<file path="config.mk">
export PLATFORM = sky130hd
export DESIGN_NAME = border_center_brightness_compare
export DESIGN_NICKNAME = d
export VERILOG_FILES = /design/src/bcbc_pkg.sv /design/src/border_center_brightness_compare.sv
export SDC_FILE = /design/constraint.sdc
export NUM_CORES = 2
export LEC_CHECK = 0
export BUFFER_PORTS_ARGS = -buffer_cell sky130_fd_sc_hd__buf_2
export CORE_ASPECT_RATIO = 0.6
export CORE_MARGIN = 2
export CORE_UTILIZATION = 38
export DETAILED_ROUTE_END_ITERATION = 10
export GPL_TIMING_DRIVEN = 0
export PLACE_DENSITY = 0.59
export SYNTH_ARGS = -nofsm -noshare
export SYNTH_HDL_FRONTEND = slang
export SYNTH_SLANG_ARGS = --single-unit
</file>
<file path="constraint.sdc">
create_clock -name clk -period 25.7 [get_ports clk]
set_input_delay 2.57 -clock clk [delete_from_list [all_inputs] [get_ports clk]]
set_output_delay 2.57 -clock clk [all_outputs]
set_load 0.1 [all_outputs]
</file>
<file path="src/bcbc_pkg.sv">
// shared constants and types for the border versus center brightness compare
`default_nettype none
package bcbc_pkg;

  localparam int MAX_ROWS = 1024;
  localparam int MAX_COLS = 1024;
  localparam int ROW_W    = $clog2(MAX_ROWS);
  localparam int COL_W    = $clog2(MAX_COLS);

  localparam int CFG_W    = 11;
  localparam int CADDR_W  = 2;
  localparam int PIX_W    = 8;
  localparam int HITS_W   = 3;

  localparam int BSUM_W   = 29;
  localparam int BCNT_W   = 22;
  localparam int CSUM_W   = 28;
  localparam int CCNT_W   = 21;

  localparam int IN_TDATA_W  = 8;
  localparam int IN_TUSER_W  = 1;
  localparam int OUT_FIELD_W = 1 + BSUM_W + BCNT_W + CSUM_W + CCNT_W;
  localparam int OUT_TDATA_W = ((OUT_FIELD_W + 7) / 8) * 8;

  localparam int LHS_W    = BSUM_W + CCNT_W;
  localparam int RHS_W    = CSUM_W + BCNT_W;
  localparam int PROD_W   = (LHS_W > RHS_W) ? LHS_W : RHS_W;

  // configuration register indexes
  localparam logic [CADDR_W-1:0] REG_FRAME_ROWS  = 2'd0;
  localparam logic [CADDR_W-1:0] REG_FRAME_COLS  = 2'd1;
  localparam logic [CADDR_W-1:0] REG_MARGIN_ROWS = 2'd2;
  localparam logic [CADDR_W-1:0] REG_MARGIN_COLS = 2'd3;

  localparam logic [CFG_W-1:0] RST_FRAME_ROWS  = 11'd480;
  localparam logic [CFG_W-1:0] RST_FRAME_COLS  = 11'd640;
  localparam logic [CFG_W-1:0] RST_MARGIN_ROWS = 11'd29;
  localparam logic [CFG_W-1:0] RST_MARGIN_COLS = 11'd96;

  typedef struct packed {
    logic [CCNT_W-1:0] ccnt;
    logic [CSUM_W-1:0] csum;
    logic [BCNT_W-1:0] bcnt;
    logic [BSUM_W-1:0] bsum;
  } totals_t;

  // clamp an 11-bit size register to 1..top
  function automatic logic [CFG_W-1:0] clamp_size(input logic [CFG_W-1:0] v,
                                                  input logic [CFG_W-1:0] top);
    logic [CFG_W-1:0] s;
    s = v;
    if (s == '0) s = {{(CFG_W-1){1'b0}}, 1'b1};
    if (s > top) s = top;
    return s;
  endfunction

endpackage
`default_nettype wire

</file>
<file path="src/border_center_brightness_compare.sv">
// top level: border band and center area brightness compare over one frame
//
// Usage: gray pixels arrive in raster order on the s_ channel, one request per
// pixel, s_tdata[7:0] = pixel and s_tuser[0] = frame_start. The block keeps its
// own row and column position; frame_start forces row 0, column 0 and clears
// the sums before that pixel is counted. Frame size and band sizes come from
// the write port (cfg_we, cfg_addr, cfg_data); the user must change them only
// while idle; the block does not enforce it. One pixel is taken per cycle
// while s_tready is high. After the last pixel of a frame a single result
// request leaves on the m_ channel: totals are captured, then the two cross
// products are formed in one multiplier stage, then the compare fills the
// output register. s_tready drops only when every stage holds a result and
// m_tready is low, so pixels keep flowing while one result waits.
// Reset (synchronous rst) restores the default 480x640 frame with 29-row and
// 96-column bands, sets the position to the first pixel and clears all sums.
`default_nettype none
module border_center_brightness_compare (
  input  wire logic                             clk,
  input  wire logic                             rst,
  input  wire logic                             s_tvalid,
  output      logic                             s_tready,
  // pixel
  input  wire logic [bcbc_pkg::IN_TDATA_W-1:0]  s_tdata,
  // frame_start
  input  wire logic [bcbc_pkg::IN_TUSER_W-1:0]  s_tuser,
  output      logic                             m_tvalid,
  input  wire logic                             m_tready,
  // mask_needed, border_sum, border_pixels, center_sum, center_pixels, zero pad
  output      logic [bcbc_pkg::OUT_TDATA_W-1:0] m_tdata,
  input  wire logic                             cfg_we,
  input  wire logic [bcbc_pkg::CADDR_W-1:0]     cfg_addr,
  input  wire logic [bcbc_pkg::CFG_W-1:0]       cfg_data
);
  import bcbc_pkg::*;

  localparam logic [CFG_W-1:0] MAX_ROWS_C = CFG_W'(MAX_ROWS);
  localparam logic [CFG_W-1:0] MAX_COLS_C = CFG_W'(MAX_COLS);

  logic [CFG_W-1:0]  frame_rows;
  logic [CFG_W-1:0]  frame_cols;
  logic [CFG_W-1:0]  margin_rows;
  logic [CFG_W-1:0]  margin_cols;

  logic [ROW_W-1:0]  row_index;
  logic [COL_W-1:0]  col_index;
  logic [BSUM_W-1:0] border_accum;
  logic [BCNT_W-1:0] border_tally;
  logic [CSUM_W-1:0] center_accum;
  logic [CCNT_W-1:0] center_tally;

  logic [ROW_W-1:0]  row_index_next;
  logic [COL_W-1:0]  col_index_next;
  logic [BSUM_W-1:0] border_accum_next;
  logic [BCNT_W-1:0] border_tally_next;
  logic [CSUM_W-1:0] center_accum_next;
  logic [CCNT_W-1:0] center_tally_next;
  logic              frame_done;
  totals_t           totals_next;

  logic              s1_valid;
  totals_t           s1_totals;
  logic              s2_valid;
  totals_t           s2_totals;
  logic [LHS_W-1:0]  s2_lhs;
  logic [RHS_W-1:0]  s2_rhs;

  logic              out_free;
  logic              s2_free;
  logic              s1_free;
  logic              pix_take;
  logic              mask_next;

  assign out_free = !m_tvalid || m_tready;
  assign s2_free  = !s2_valid || out_free;
  assign s1_free  = !s1_valid || s2_free;
  assign s_tready = s1_free;
  assign pix_take = s_tvalid && s_tready;

  // configuration registers
  always_ff @(posedge clk) begin
    if (rst) begin
      frame_rows  <= RST_FRAME_ROWS;
      frame_cols  <= RST_FRAME_COLS;
      margin_rows <= RST_MARGIN_ROWS;
      margin_cols <= RST_MARGIN_COLS;
    end else if (cfg_we) begin
      unique case (cfg_addr)
        REG_FRAME_ROWS:  frame_rows  <= cfg_data;
        REG_FRAME_COLS:  frame_cols  <= cfg_data;
        REG_MARGIN_ROWS: margin_rows <= cfg_data;
        REG_MARGIN_COLS: margin_cols <= cfg_data;
        default: ;
      endcase
    end
  end

  // band membership and accumulation for the pixel being taken
  always_comb begin
    logic [CFG_W-1:0]        nr;
    logic [CFG_W-1:0]        nc;
    logic signed [CFG_W+1:0] r_s;
    logic signed [CFG_W+1:0] c_s;
    logic signed [CFG_W+1:0] mr_s;
    logic signed [CFG_W+1:0] mc_s;
    logic signed [CFG_W+1:0] row_hi;
    logic signed [CFG_W+1:0] col_hi;
    logic [ROW_W-1:0]        r;
    logic [COL_W-1:0]        c;
    logic [BSUM_W-1:0]       bacc;
    logic [BCNT_W-1:0]       btal;
    logic [CSUM_W-1:0]       cacc;
    logic [CCNT_W-1:0]       ctal;
    logic                    mid_rows;
    logic                    left_cols;
    logic                    in_left;
    logic                    in_right;
    logic                    in_top;
    logic                    in_bottom;
    logic                    in_center;
    logic [HITS_W-1:0]       hits;
    logic [PIX_W+HITS_W-1:0] weighted;
    logic                    last_col;
    logic                    last_row;

    nr = clamp_size(frame_rows, MAX_ROWS_C);
    nc = clamp_size(frame_cols, MAX_COLS_C);

    if (s_tuser[0]) begin
      r    = '0;
      c    = '0;
      bacc = '0;
      btal = '0;
      cacc = '0;
      ctal = '0;
    end else begin
      r    = row_index;
      c    = col_index;
      bacc = border_accum;
      btal = border_tally;
      cacc = center_accum;
      ctal = center_tally;
    end

    r_s    = $signed({{(CFG_W+2-ROW_W){1'b0}}, r});
    c_s    = $signed({{(CFG_W+2-COL_W){1'b0}}, c});
    mr_s   = $signed({2'b00, margin_rows});
    mc_s   = $signed({2'b00, margin_cols});
    row_hi = $signed({2'b00, nr}) - mr_s;
    col_hi = $signed({2'b00, nc}) - mc_s;

    mid_rows  = (r_s >= mr_s) && (r_s < row_hi);
    left_cols = c_s < mc_s;
    in_left   = mid_rows && left_cols;
    in_right  = mid_rows && (c_s >= col_hi);
    in_top    = (r_s < mr_s) && left_cols;
    in_bottom = (r_s >= row_hi) && left_cols;
    in_center = mid_rows && !left_cols && (c_s < col_hi);

    hits = HITS_W'(in_left) + HITS_W'(in_right) + HITS_W'(in_top) + HITS_W'(in_bottom);
    // hits is at most two, so this is a shift and add
    weighted = (PIX_W+HITS_W)'(s_tdata[PIX_W-1:0]) * (PIX_W+HITS_W)'(hits);

    border_accum_next = bacc + BSUM_W'(weighted);
    border_tally_next = btal + BCNT_W'(hits);
    center_accum_next = in_center ? cacc + CSUM_W'(s_tdata[PIX_W-1:0]) : cacc;
    center_tally_next = in_center ? ctal + CCNT_W'(1) : ctal;

    // a position at or past the last index counts as the last one
    last_col = {1'b0, c} >= (nc - CFG_W'(1));
    last_row = {1'b0, r} >= (nr - CFG_W'(1));

    row_index_next = r;
    col_index_next = c + COL_W'(1);
    frame_done     = 1'b0;
    if (last_col) begin
      col_index_next = '0;
      if (last_row) begin
        row_index_next = '0;
        frame_done     = 1'b1;
      end else begin
        row_index_next = r + ROW_W'(1);
      end
    end

    totals_next.bsum = border_accum_next;
    totals_next.bcnt = border_tally_next;
    totals_next.csum = center_accum_next;
    totals_next.ccnt = center_tally_next;
  end

  always_ff @(posedge clk) begin
    if (rst) begin
      row_index    <= '0;
      col_index    <= '0;
      border_accum <= '0;
      border_tally <= '0;
      center_accum <= '0;
      center_tally <= '0;
    end else if (pix_take) begin
      row_index <= row_index_next;
      col_index <= col_index_next;
      if (frame_done) begin
        border_accum <= '0;
        border_tally <= '0;
        center_accum <= '0;
        center_tally <= '0;
      end else begin
        border_accum <= border_accum_next;
        border_tally <= border_tally_next;
        center_accum <= center_accum_next;
        center_tally <= center_tally_next;
      end
    end
  end

  // result pipeline: captured totals, cross products, compare
  always_ff @(posedge clk) begin
    if (rst) begin
      s1_valid <= 1'b0;
      s2_valid <= 1'b0;
      m_tvalid <= 1'b0;
    end else begin
      if (s1_free) s1_valid <= pix_take && frame_done;
      if (s2_free) s2_valid <= s1_valid;
      if (out_free) m_tvalid <= s2_valid;
    end
  end

  always_ff @(posedge clk) begin
    if (s1_free && pix_take && frame_done) s1_totals <= totals_next;
    if (s2_free && s1_valid) begin
      s2_totals <= s1_totals;
      s2_lhs    <= LHS_W'(s1_totals.bsum) * LHS_W'(s1_totals.ccnt);
      s2_rhs    <= RHS_W'(s1_totals.csum) * RHS_W'(s1_totals.bcnt);
    end
    if (out_free && s2_valid) begin
      m_tdata <= {{(OUT_TDATA_W-OUT_FIELD_W){1'b0}},
                  s2_totals.ccnt, s2_totals.csum, s2_totals.bcnt, s2_totals.bsum,
                  mask_next};
    end
  end

  assign mask_next = (s2_totals.bcnt != '0) && (s2_totals.ccnt != '0) &&
                     (PROD_W'(s2_lhs) > PROD_W'(s2_rhs));

endmodule
`default_nettype wire

</file>
==> Yosys cells after proc, flatten, opt, wreduce, memory -nomap -nowiden <==
Cells that the tools add are included.
{ "word_totals": {"reg_bits": 568, "out_inout_bits": 106} }
{ "classes": {"n_mux": 21, "n_lt_le_gt_ge": 12, "n_addsub": 13, "n_mul": 3, "reduce_logical": 31, "eq_ne": 3} }
{ "ops": {"columns": ["cell", "n"], "rows": [
  ["$mux 28", 3],
  ["$mux 21", 3],
  ["$mux 29", 2],
  ["$gt 50x50->1", 1],
  ["$mul 28x22->50", 1],
  ["$mul 29x21->50", 1],
  ["$mux 10", 5],
  ["$mux 11", 4],
  ["$mux 22", 2],
  ["$ge 10x11->1", 3],
  ["$add 29x11->29", 1],
  ["$add 28x8->28", 1],
  ["$ge 11x12->1", 2],
  ["$lt 11x12->1", 2],
  ["$sub 11x11->12", 2],
  ["$add 22x3->22", 1],
  ["$gt 11x11->1 const B", 2],
  ["$logic_not 11->1", 2],
  ["$lt 10x11->1", 2],
  ["$reduce_bool 22->1", 1],
  ["$sub 11x1->11 const B", 2],
  ["$add 21x1->21 const B", 1],
  ["$reduce_bool 21->1", 1],
  ["$add 10x1->10 const B", 2],
  ["12 further kinds", 36]
]} }

==> Depth between registers and ports, before layout <==
{ "depth": {"word_depth": 14, "depth_mapped": 43} }

==> Least setup slack after synthesis <==
Ideal clock, no wire load.
{ "synth_path": {"path_type": "input-to-reg", "start": "input port m_tready", "end": "register s2_lhs[0], enable pin", "path_slack_ns": 7.573, "t_required_ns": 24.634, "path_buffers": 0, "t_arrival_ns": 17.061, "setup_time_ns": 1.066, "stages": 2, "path_cell_list": "nor2b_1 > a21boi_0"} }
{ "synth_between": {"elab_chain_len": 3} }
{ "synth_lines": {"columns": ["element", "line", "source"], "rows": [
  ["start, declared", "border_center_brightness_compare.sv:27", "input wire logic m_tready,"],
  ["$logic_or 1x1->1", "border_center_brightness_compare.sv:73", "assign out_free = !m_tvalid || m_tready;"],
  ["$logic_or 1x1->1", "border_center_brightness_compare.sv:74", "assign s2_free = !s2_valid || out_free;"],
  ["$logic_and 1x1->1", "border_center_brightness_compare.sv:231", "if (s2_free && s1_valid) begin"],
  ["end signal, assigned", "border_center_brightness_compare.sv:233", "s2_lhs <= LHS_W'(s1_totals.bsum) * LHS_W'(s1_totals.ccnt);"],
  ["end, declared", "border_center_brightness_compare.sv:64", "logic [LHS_W-1:0] s2_lhs;"]
]} }
Every way passes these cells.
A chain may end at the register's enable or synchronous reset.

==> Worst setup path after layout <==
{ "layout_path": {"start": "input port s_tuser", "end": "register s1_totals[25] in the netlist's numbering, data pin"} }
{ "layout_between": {"elab_chain_len": 9, "elab_cells_between_ends": 19, "cone_classes": "add/sub (4); mul (1); order compare (6); mux (3); reduce/logical (5)"} }
{ "layout_lines": {"columns": ["element", "line", "source"], "rows": [
  ["start, declared", "border_center_brightness_compare.sv:25", "input wire logic [bcbc_pkg::IN_TUSER_W-1:0] s_tuser,"],
  ["$mux 10", "border_center_brightness_compare.sv:128", "if (s_tuser[0]) begin"],
  ["$lt 11x12->1 or $ge 10x11->1 (tied branches)", "border_center_brightness_compare.sv:151", "mid_rows = (r_s >= mr_s) && (r_s < row_hi);"],
  ["$logic_and 1x1->1", "border_center_brightness_compare.sv:151", null],
  ["$logic_and 1x1->1, on equally long branches", "border_center_brightness_compare.sv:153, border_center_brightness_compare.sv:154", null],
  ["$add 1x1->2", "border_center_brightness_compare.sv:159", "hits = HITS_W'(in_left) + HITS_W'(in_right) + HITS_W'(in_top) + HITS_W'(in_bottom);"],
  ["$add 2x1->3", "border_center_brightness_compare.sv:159", null],
  ["$add 3x1->3", "border_center_brightness_compare.sv:159", null],
  ["$mul 8x3->11", "border_center_brightness_compare.sv:161", "weighted = (PIX_W+HITS_W)'(s_tdata[PIX_W-1:0]) * (PIX_W+HITS_W)'(hits);"],
  ["$add 29x11->29 (*)", "border_center_brightness_compare.sv:163", "border_accum_next = bacc + BSUM_W'(weighted);"],
  ["via border_accum_next[25]", "border_center_brightness_compare.sv:53", "logic [BSUM_W-1:0] border_accum_next;"],
  ["end signal, assigned", "border_center_brightness_compare.sv:230", "if (s1_free && pix_take && frame_done) s1_totals <= totals_next;"],
  ["end, declared", "border_center_brightness_compare.sv:61", "totals_t s1_totals;"]
]} }
Mark *: on every way through the listed nets, which the timed path passes. The rest lies on a longest branch.

==> summary.md <==
| Metric | Value |
|---|---|
| CTS tree | built |
| Die Y | 324.6 µm |
| Largest net degree at the start of global routing | 68 |
| Post-CTS Setup Bufs | 0 |
| Sequential power share | 0.478 |
| Skew final | 94.02 ps |
| Top layer in use | met4 |
| Crit-path max cell delay | 860 ps |
| DR pass1 iterations | 8 |
| IO Pins | 133 |
| Clk pwr share | 0.445 |
| PortBufs | 128 |
| Sw frac | 0.2573 |
| Mapped Area | 65090 µm² |
| Worst-path fanout max | 10 |
| Min-Delay Endpoint | m_tdata[13]$_DFFE_PP_ |
| H-Tree Depth | 2 |
| Worst setup path class | input pin to flip-flop |
| MaxCap Viol Count | 0 |
| Die width | 538.3 µm |
| Power density over the cells | 28.88 nW/µm² |
| Post-Route Utilization | 0.4178 |
| CTS Hold Bufs | 0 |
| Fill count | 16740 |
| Average size of a mapped cell | 9.627 µm² |
| Most frequent cells in the layout | inv_1, nand2_1, fa_1, ha_1, edfxtp_1 |
| Number of gates resized after cts | 0 |
| Startpoint Class | input pin |
| Synth Register Bits | 568 |
| Metal-1 WL | 106300 µm |
| Total grt overflow | 0 |
| Layout Cells excl Fill | 9296 |
| Worst Reg-to-Reg Cells | 40 |
| First-pass GRT wire length | 330500 µm |
| CP endpoint kind | flip-flop |
| Hold Path Cell Cnt | 0 |
| Commonest non-fill, non-tap cell in the layout | inv_1 |
| DRC Markers | 0 |
| Initial Util | 0.3833 |
| Peak VDD IR | 38.42 µV |
| Comb power frac | 0.076 |
| CTS Buf Count | 60 |
| Vias/cell | 5.325 |
| Placer congestion estimate | 1.005 |
| Reg2reg setup slack | 14820 ps |
| Leak | 33.57 nW |
| Die area | 174700 µm² |
| Placed Cells | 9167 |
| Minimum clock period | 14420 ps |
| Reg-to-reg endpoint | s1_totals[25]$_DFFE_PP_ |
| Ys Warns | 0 |
| Top_reg_cell synth | edfxtp_1 |
| P_sw | 0.5272 mW |
| Skew-Pair Late Insertion Delay | 720 ps |
| Gate count of the mapped netlist | 6762 |
| Vias in the first global route | 49460 |
| Initial drt markers | 5249 |
| Clock transition at the registers of the reported paths | 60 ps |
| Cell row count | 117 |
| Max-slew violation count | 0 |
| Final Hold Viols | 0 |
| CTS sink count | 568 |
| CP most frequent cell | clkbuf_1 |
| Detail Placement HPWL | 184700 µm |
| NumNets Final | 8530 |
| Syn-to-layout area delta | 8.994% |
| Number of synthesized flops with an enable pin | 401 |
| Drt wl/cell | 24.07 µm |
| Req. time, crit path | 26140 ps |
| CP arrival | 14860 ps |
| Rel. slew slack | 0.1078 |
| WL final | 223800 µm |
| CORE AREA | 169800 µm² |
| Number of buffers on the longest clock path | 3 |
| Routed Antenna Nets | 0 |
| WL met2 | 83120 µm |
| Internal | 1.521 mW |
| CTS root buf | clkbuf_16 |
| Status | complete, no violations |
| Library cells used by synthesis | 93 |
| Register area share after synthesis | 0.2363 |
| Initial antenna violation count | 24 |
| Asr flop ratio synth | 0 |
| Total Power | 2.049 mW |
| Critical path's slowest cell | clkbuf_1 |
| Gr usage total | 0.2554 |
| Fmax | 0.06933 GHz |
| Setup Viol. Count Final | 0 |
| Setup TNS | 0 ps |
| Worst hold path type | flip-flop to flip-flop |
| Hold_sp | s2_totals[12]$_DFFE_PP_ |
| Reg-to-Reg Start | frame_cols[3]$_SDFFE_PP0P_ |
| Slew @ Worst Pin | 1338 ps |
| Share of cells above drive strength 1 | 0.04274 |
| Met3 routed WL | 30970 µm |
| Via count | 49500 |
| Fin crit share | 0.5613 |
| RSZ-0062 raised after global routing | false |
logic make-up (layout without fill, tap and decap cells):
group	count (synthesis)	in the layout	synth area share
AOI/OAI and AO/OA	717	717	0.07196
DFF	568	568	0.2363
other	1	19	0.00005761
buffers and inverters	1513	1768	0.08774
and+or+nand+nor	2226	2226	0.1607
muxes	5	5	0.0007881
xor gates and xnor gates	197	197	0.02662
adders and majority gates	1535	1535	0.4158
cell type report:
| class | instances | area [µm²] | share of cell area |
|---|---|---|---|
| diodes | 16 | 40.04 | 0.0005643 |
| plain buffers | 339 | 1305 | 0.01839 |
| clock buffers | 72 | 1577 | 0.02222 |
| clock inverters | 41 | 427.9 | 0.006031 |
| inverters | 1174 | 4409 | 0.06215 |
| multi-input cells | 4683 | 44030 | 0.6206 |
| flip-flops and latches | 568 | 15380 | 0.2168 |
| well taps | 2261 | 2829 | 0.03987 |
| repair buffers | 142 | 945.9 | 0.01333 |
power by group through the flow:
stage	combinational, mW	clock (mW)	sequential [mW]
after floorplan	0.101	0	0.998
after global placement	0.149	0	0.999
after detailed placement	0.151	0	1.00
after CTS	0.152	0.931	0.980
after global routing	0.171	0.966	0.980
final	0.156	0.913	0.980
critical path: cells and delay by family:
family,cells,cell delay [ps]
adders and majority gates,7,3160
and+or+nand+nor,5,890
xor gates and xnor gates,1,150
buffers and inverters,11,5450
AOI/OAI and AO/OA,13,2580
metrics by stage:
stage | instance area [µm²] | setup WS [ps] | hold slack [ps]
CTS | 70910 | 11630 | 418.6
finish | 70950 | 11280 | 416.6
detailed placement | 68900 | 10930 | 404.5
floorplan | 65100 | 7573 | 400.3
global placement | 68570 | -1306 | 404.0
global route | 70920 | 10950 | 421.8
layer usage:
| metal | track usage | vias up |
|---|---|---|
| met2 | 0.3290 | 2456 |
| li1 | - | 21710 |
| met5 | 0 | - |
| met1 | 0.3994 | 25130 |
| met4 | 0.03846 | 0 |
| met3 | 0.1005 | 208 |
registers in the layout, indices dropped and copies added, names as in the netlist, 21 cells and up:
signal,flops
m_tdata,101
s1_totals,100
s2_totals,100
s2_lhs,50
s2_rhs,50
border_accum,29
center_accum,28
border_tally,22
center_tally,21
how the worst max path moves through the flow:
stage	startpoint	endpoint	slack (ps)
2_1_floorplan	m_tready	s2_lhs[0]$_DFFE_PP_	7570
3_3_place_gp	m_tready	s2_totals[14]$_DFFE_PP_	-1310
3_5_place_dp	s_tuser	s1_totals[25]$_DFFE_PP_	10930
4_1_cts	s_tuser	s1_totals[25]$_DFFE_PP_	11630
5_1_grt	s_tuser	s1_totals[19]$_DFFE_PP_	10950
6_report	s_tuser	s1_totals[25]$_DFFE_PP_	11280
cell usage after synthesis (96+ instances only):
cell type	count	area [µm²]
a21o_1	100	750.7
a21oi_1	236	1181
and2_1	380	2377
clkbuf_1	288	1081
dfxtp_1	167	3343
edfxtp_1	401	12040
fa_1	1047	20960
ha_1	488	6106
inv_1	1174	4407
nand2_1	1167	4380
nand3_1	96	480.5
nor2_1	205	769.5
o21ai_0	113	565.5
xnor2_1	136	1191
No activity file was read; power rests on OpenSTA's default activity.
